--- src/hw/rtl/mrc_pkg.sv ---
// shared constants, codes and sigmoid table for the two-class perceptron classifier
`timescale 1ns / 1ps
package mrc_pkg;

  // network dimensions
  localparam int INPUT_LEN = 128;
  localparam int HIDDEN1   = 64;
  localparam int HIDDEN2   = 32;
  localparam int OUTPUTS   = 2;

  // store sizes
  localparam int W1_N = INPUT_LEN * HIDDEN1;
  localparam int W2_N = HIDDEN1 * HIDDEN2;
  localparam int W3_N = HIDDEN2 * OUTPUTS;
  localparam int B_N  = HIDDEN1 + HIDDEN2 + OUTPUTS;

  // address widths
  localparam int W1_AW   = $clog2(W1_N);
  localparam int W2_AW   = $clog2(W2_N > 1 ? W2_N : 2);
  localparam int W3_AW   = $clog2(W3_N);
  localparam int WA_W    = (W1_AW > W2_AW) ? ((W1_AW > W3_AW) ? W1_AW : W3_AW)
                                           : ((W2_AW > W3_AW) ? W2_AW : W3_AW);
  localparam int B_AW    = $clog2(B_N);
  localparam int SAMP_AW = $clog2(INPUT_LEN);
  localparam int H1_AW   = $clog2(HIDDEN1 > 1 ? HIDDEN1 : 2);
  localparam int H2_AW   = $clog2(HIDDEN2 > 1 ? HIDDEN2 : 2);
  localparam int MAX_DIM = (INPUT_LEN > HIDDEN1) ?
                           ((INPUT_LEN > HIDDEN2) ? INPUT_LEN : HIDDEN2) :
                           ((HIDDEN1 > HIDDEN2) ? HIDDEN1 : HIDDEN2);
  localparam int CNT_W   = $clog2(MAX_DIM + 1);
  localparam int SCNT_W  = $clog2(INPUT_LEN + 1);

  // arithmetic widths
  localparam int ACC_W  = 48;
  localparam int X_W    = 32;
  localparam int WGT_W  = 16;
  localparam int Q_SH   = 12;
  localparam int DIFF_W = 33;
  localparam logic signed [DIFF_W-1:0] DIFF_LIMIT = 33'sd524288;

  // request function codes
  localparam logic [1:0] FUNC_WEIGHT = 2'd0;
  localparam logic [1:0] FUNC_BIAS   = 2'd1;
  localparam logic [1:0] FUNC_SAMPLE = 2'd2;

  // layer codes
  localparam logic [1:0] LAYER_ONE = 2'd0;
  localparam logic [1:0] LAYER_TWO = 2'd1;
  localparam logic [1:0] LAYER_OUT = 2'd2;

  // control from sequencer to the mac unit
  typedef struct packed {
    logic clr;
    logic mul_v;
    logic bias_v;
  } mac_ctl_t;

  // sigmoid table, built at elaboration
  localparam logic [63:0] Q30_ONE = 64'd1073741824;
  localparam logic [63:0] R_Q30   = 64'd1040706261;   // e^-1/32 in Q30

  typedef logic [15:0] sig_tab_t [256];

  function automatic sig_tab_t sig_build();
    sig_tab_t    t;
    logic [63:0] r2;
    logic [63:0] e;
    logic [63:0] den;
    logic [63:0] num;
    logic [63:0] q;
    logic [63:0] trial;
    logic [63:0] hi;
    r2 = (R_Q30 * R_Q30 + (Q30_ONE >> 1)) >> 30;
    e  = R_Q30;
    for (int j = 0; j < 128; j++) begin
      den = Q30_ONE + e;
      num = (e << 16) + (den >> 1);
      q   = 64'd0;
      // restoring quotient search, one bit a step
      for (int b = 16; b >= 0; b--) begin
        trial = q | (64'd1 << b);
        if (trial * den <= num) q = trial;
      end
      hi = 64'd65536 - q;
      t[127-j] = q[15:0];
      t[128+j] = hi[15:0];
      e = (e * r2 + (Q30_ONE >> 1)) >> 30;
    end
    return t;
  endfunction

  localparam sig_tab_t SIG_TABLE = sig_build();

endpackage

--- src/hw/rtl/mrc_mac.sv ---
// shared multiply-accumulate unit with 48-bit saturation and q16 conversion
`timescale 1ns / 1ps
module mrc_mac
  import mrc_pkg::*;
(
  input  logic                    clk,
  input  logic                    rst_n,
  input  mac_ctl_t                ctl,
  input  logic signed [X_W-1:0]   x,
  input  logic signed [WGT_W-1:0] w,
  input  logic signed [WGT_W-1:0] bias,
  output logic                    busy,
  output logic signed [31:0]      q16
);

  logic signed [ACC_W-1:0] prod_r;
  logic                    prod_v_r;
  logic signed [ACC_W-1:0] acc_r;
  logic signed [ACC_W-1:0] addend;
  logic signed [ACC_W:0]   sum;
  logic signed [ACC_W-1:0] sum_sat;
  logic signed [ACC_W-1:0] shifted;

  // product register
  always_ff @(posedge clk) begin
    if (!rst_n) begin
      prod_v_r <= 1'b0;
    end else begin
      prod_v_r <= ctl.mul_v;
    end
    if (ctl.mul_v) begin
      prod_r <= ACC_W'(x * w);
    end
  end

  // saturating add of product or scaled bias
  always_comb begin
    addend = ctl.bias_v ? ACC_W'($signed({bias, 16'h0000})) : prod_r;
    sum    = {acc_r[ACC_W-1], acc_r} + {addend[ACC_W-1], addend};
    if (sum[ACC_W] != sum[ACC_W-1]) begin
      sum_sat = sum[ACC_W] ? {1'b1, {(ACC_W-1){1'b0}}} : {1'b0, {(ACC_W-1){1'b1}}};
    end else begin
      sum_sat = sum[ACC_W-1:0];
    end
  end

  always_ff @(posedge clk) begin
    if (ctl.clr) begin
      acc_r <= '0;
    end else if (ctl.bias_v || prod_v_r) begin
      acc_r <= sum_sat;
    end
  end

  // floor shift to q16, clamp to 32 bits
  always_comb begin
    shifted = acc_r >>> Q_SH;
    if (shifted > 48'sh0000_7FFF_FFFF) begin
      q16 = 32'sh7FFF_FFFF;
    end else if (shifted < -48'sh0000_8000_0000) begin
      q16 = 32'sh8000_0000;
    end else begin
      q16 = shifted[31:0];
    end
  end

  assign busy = prod_v_r;

endmodule

--- config.mk ---
export PLATFORM = sky130hd
export DESIGN_NAME = mrc_mac
export DESIGN_NICKNAME = d
export VERILOG_FILES = /design/src/hw/rtl/mrc_pkg.sv /design/src/hw/rtl/mrc_mac.sv
export SDC_FILE = /design/constraint.sdc
export NUM_CORES = 2
export LEC_CHECK = 0
export ABC_AREA = 1
export BUFFER_PORTS_ARGS = -buffer_cell sky130_fd_sc_hd__buf_2
export CAP_MARGIN = 20
export CORE_UTILIZATION = 40
export DETAILED_ROUTE_END_ITERATION = 8
export GPL_TIMING_DRIVEN = 0
export PLACE_DENSITY = 0.61
export SYNTH_ARGS = -nofsm -noshare
export SYNTH_HDL_FRONTEND = slang
export SYNTH_SLANG_ARGS = --single-unit
--- constraint.sdc ---
create_clock -name clk -period 16.55 [get_ports clk]
set_input_delay 2.4825 -clock clk [delete_from_list [all_inputs] [get_ports clk]]
set_output_delay 2.4825 -clock clk [all_outputs]
set_load 0.05 [all_outputs]
==> impl_metrics.ini <==
[synth]
syn_avg_cell_area_um2 = 7.242
async_reset_ff_share_pct = 0
synth_edf_count = 48
netlist.area_leader.share_pct = 36.50
syn_nets = 4406
ys_types = 43
synthCells = 3688
ys_top_cells_by_area = fa_1, inv_1, nand2_1, ha_1, edfxtp_1
syn_area_um2 = 26710
synth_seq_cells = 97
synth_top_area_cell = fa_1
synth_ff_type = dfxtp_1
seq_area_frac_synth_pct = 9.070
yosys_warnings = 0
yosysMostFrequentCell = inv_1
synthTopCellsByCount = inv_1, nand2_1, fa_1

[cells_and_area]
design_area_um2 = 28500
fin_nets = 4491
syn2layout_area_growth_pct = 6.727
multi_input_area_um2 = 19880
fin_cells = 4642
diodes = 0
regArea_um2 = 2422
final_util_pct = 43.28
drive_above_1_share_pct = 4.606
nFillCells = 6981

[die]
die_area_um2 = 67810
die-width_um = 260.4
pin_count = 102
num_rows = 94
start_util_pct = 40.55
fp.coreArea_um2 = 65860
die_h_um = 260.4

[worst_setup_path]
crit_path_end_kind = flip-flop
r2r_start = prod_r[0]$_DFFE_PP_
path_max_fanout = 10
cpMostUsedCell = fa_1
crit_type = in -> reg
crit_slowest_cell = fa_1
slowest_delay_ps = 590
cp-start-kind = input pin
required_ps = 16640
critPathCapture = prod_r[35]$_DFFE_PP_
path_cells = clkbuf_1, clkbuf_1, nand2_1, fa_1, fa_1, fa_1, fa_1, inv_1, fa_1, inv_1, fa_1, inv_1, ha_1, nand2_1, nor2_1, nand4_1, o211ai_1, a21oi_1, o21ai_0, xor2_1
r2r_slack_ps = 13370
cp-startpoint = x[10]
reg2reg_depth = 19
cp.arrival_ps = 9190
reg2reg_to = acc_r[34]$_SDFFE_PP0P_

[timing]
drv_slew = 0
tns_ps = 0
finClkSkew_ps = 19.46
setup_violations = 0
hold_violations = 0
max_freq_mhz = 109.9
final.period_utilization_pct = 54.98
worst_pin_slew_ps = 1070
rsz0062_at_grt = false
slew_headroom_pct = 28.65
finalCriticalPeriod_ps = 9100

[clocking]
clk_latency_ps = 380
path_clk_slew_ps = 70
cts_htree_levels = 3
numCtsBuffers = 9
clock_path_buffers = 2
cts_hold_buffers = 0
cts_sinks = 97
cts_tree = built
ctsResizeCount = 0
cts_root_buf = clkbuf_16
cts_setup_buffers = 0

[placement]
dp_hpwl_um = 72510
routabilityCongestion = 0.9741
numPortBuffers = 74
dp_cells = 4626
placed_cell_area_um2 = 28170

[grt]
antenna_found_initial = 0
grt_pass1_vias = 23340
track_usage_pct = 25.40
grt_pass1_wl_um = 130400
grt_max_degree = 50
overflow = 0

[drt]
vias_per_cell = 4.916
drc = 0
wirelength_um = 84050
antenna_left = 0
dr.pass1.iters = 6
drtIter0Drc = 1587
num_vias = 22820
post_drt_wl_per_cell_um = 18.11

[hold_path]
hold_class = reg -> reg

[job]
drv_cap = 0

[outcome]
status = finished clean
-- layout make-up --
| class | instances | area share, % |
|---|---|---|
| Clock buffer | 9 | 0.7901 |
| Timing Repair Buffer | 74 | 1.299 |
| Sequential cell | 97 | 8.498 |
| Tap cell | 864 | 3.792 |
| Clock inverter | 7 | 0.3950 |
| Buffer | 142 | 2.103 |
| Multi-Input combinational cell | 2432 | 69.73 |
| Inverter | 1017 | 13.39 |
-- sequential cells by signal, summed over array words and instances (netlist names) --
register	count
prod_r	48
acc_r	48
busy	1
-- kinds of logic (layout without fill, tap and decap cells) --
group                    count (synthesis)  in the layout  share of synthesized area [%]
XOR/XNOR                                80             80                          2.623
flip-flops                              97             97                          9.070
buffers and inverters                 1159           1249                          16.54
AO/OA/AOI/OAI                          351            351                          7.524
adder cells (fa/ha/maj)                649            649                          44.09
AND/OR/NAND/NOR                       1352           1352                          20.15
-- routing by layer --
metal  vias up  global-route usage [%]  routed length (um)
li1      10920                       -                   -
met1     10910                   32.51               35160
met5         -                       0                   0
met4         0                   11.81                4336
met2       799                   43.34               39560
met3       191                   2.302                4994
-- stage by stage --
step           worst slack, ps  hold WS [ps]
2_1_floorplan             8658         511.1
3_3_place_gp              7023         531.3
3_5_place_dp              7068         541.9
4_1_cts                   7442         554.3
5_1_grt                   7197         597.5
6_report                  7450         552.4
-- worst max-delay path: cells and delay by family --
| family | cells | cell delay (ps) |
|---|---|---|
| simple gates | 4 | 710 |
| compound gates | 3 | 1200 |
| buf+inv | 5 | 1140 |
| xor+xnor | 1 | 150 |
| fa+ha+maj | 7 | 3480 |
-- worst min-delay path by stage --
stage / from / to / slack, ps / cells after the start
5_1_grt: acc_r[8]$_SDFFE_PP0P_ / acc_r[8]$_SDFFE_PP0P_ / 600 / 2
2_1_floorplan: acc_r[0]$_SDFFE_PP0P_ / acc_r[0]$_SDFFE_PP0P_ / 510 / 2
3_3_place_gp: acc_r[8]$_SDFFE_PP0P_ / acc_r[8]$_SDFFE_PP0P_ / 530 / 2
3_5_place_dp: acc_r[8]$_SDFFE_PP0P_ / acc_r[8]$_SDFFE_PP0P_ / 540 / 2
6_report: acc_r[8]$_SDFFE_PP0P_ / acc_r[8]$_SDFFE_PP0P_ / 550 / 2
4_1_cts: acc_r[8]$_SDFFE_PP0P_ / acc_r[8]$_SDFFE_PP0P_ / 550 / 2
-- placed cells by master (no fill, tap or decap), types with 3 or more instances in the layout --
master,count
inv_1,1007
nand2_1,1004
fa_1,487
nor2_1,196
ha_1,162
a21oi_1,151
clkbuf_1,131
o21ai_0,107
buf_2,76
nand3_1,67
xor2_1,50
dfxtp_1,49
edfxtp_1,48
a21oi_2,34
xnor2_1,30
nand4_1,29
o21bai_1,17
a31oi_1,16
nor3_1,12
nand2_2,10
inv_2,10
nor2_2,9
clkbuf_16,9
o211ai_1,8
nor4_1,8
a21o_1,7
buf_6,7
or2_2,5
nor2_4,4
and3_1,3
a21boi_0,3
Power is left out: the tool's default activity adds up to more than one toggle a clock period on the data nets, which glitch-free logic cannot reach.
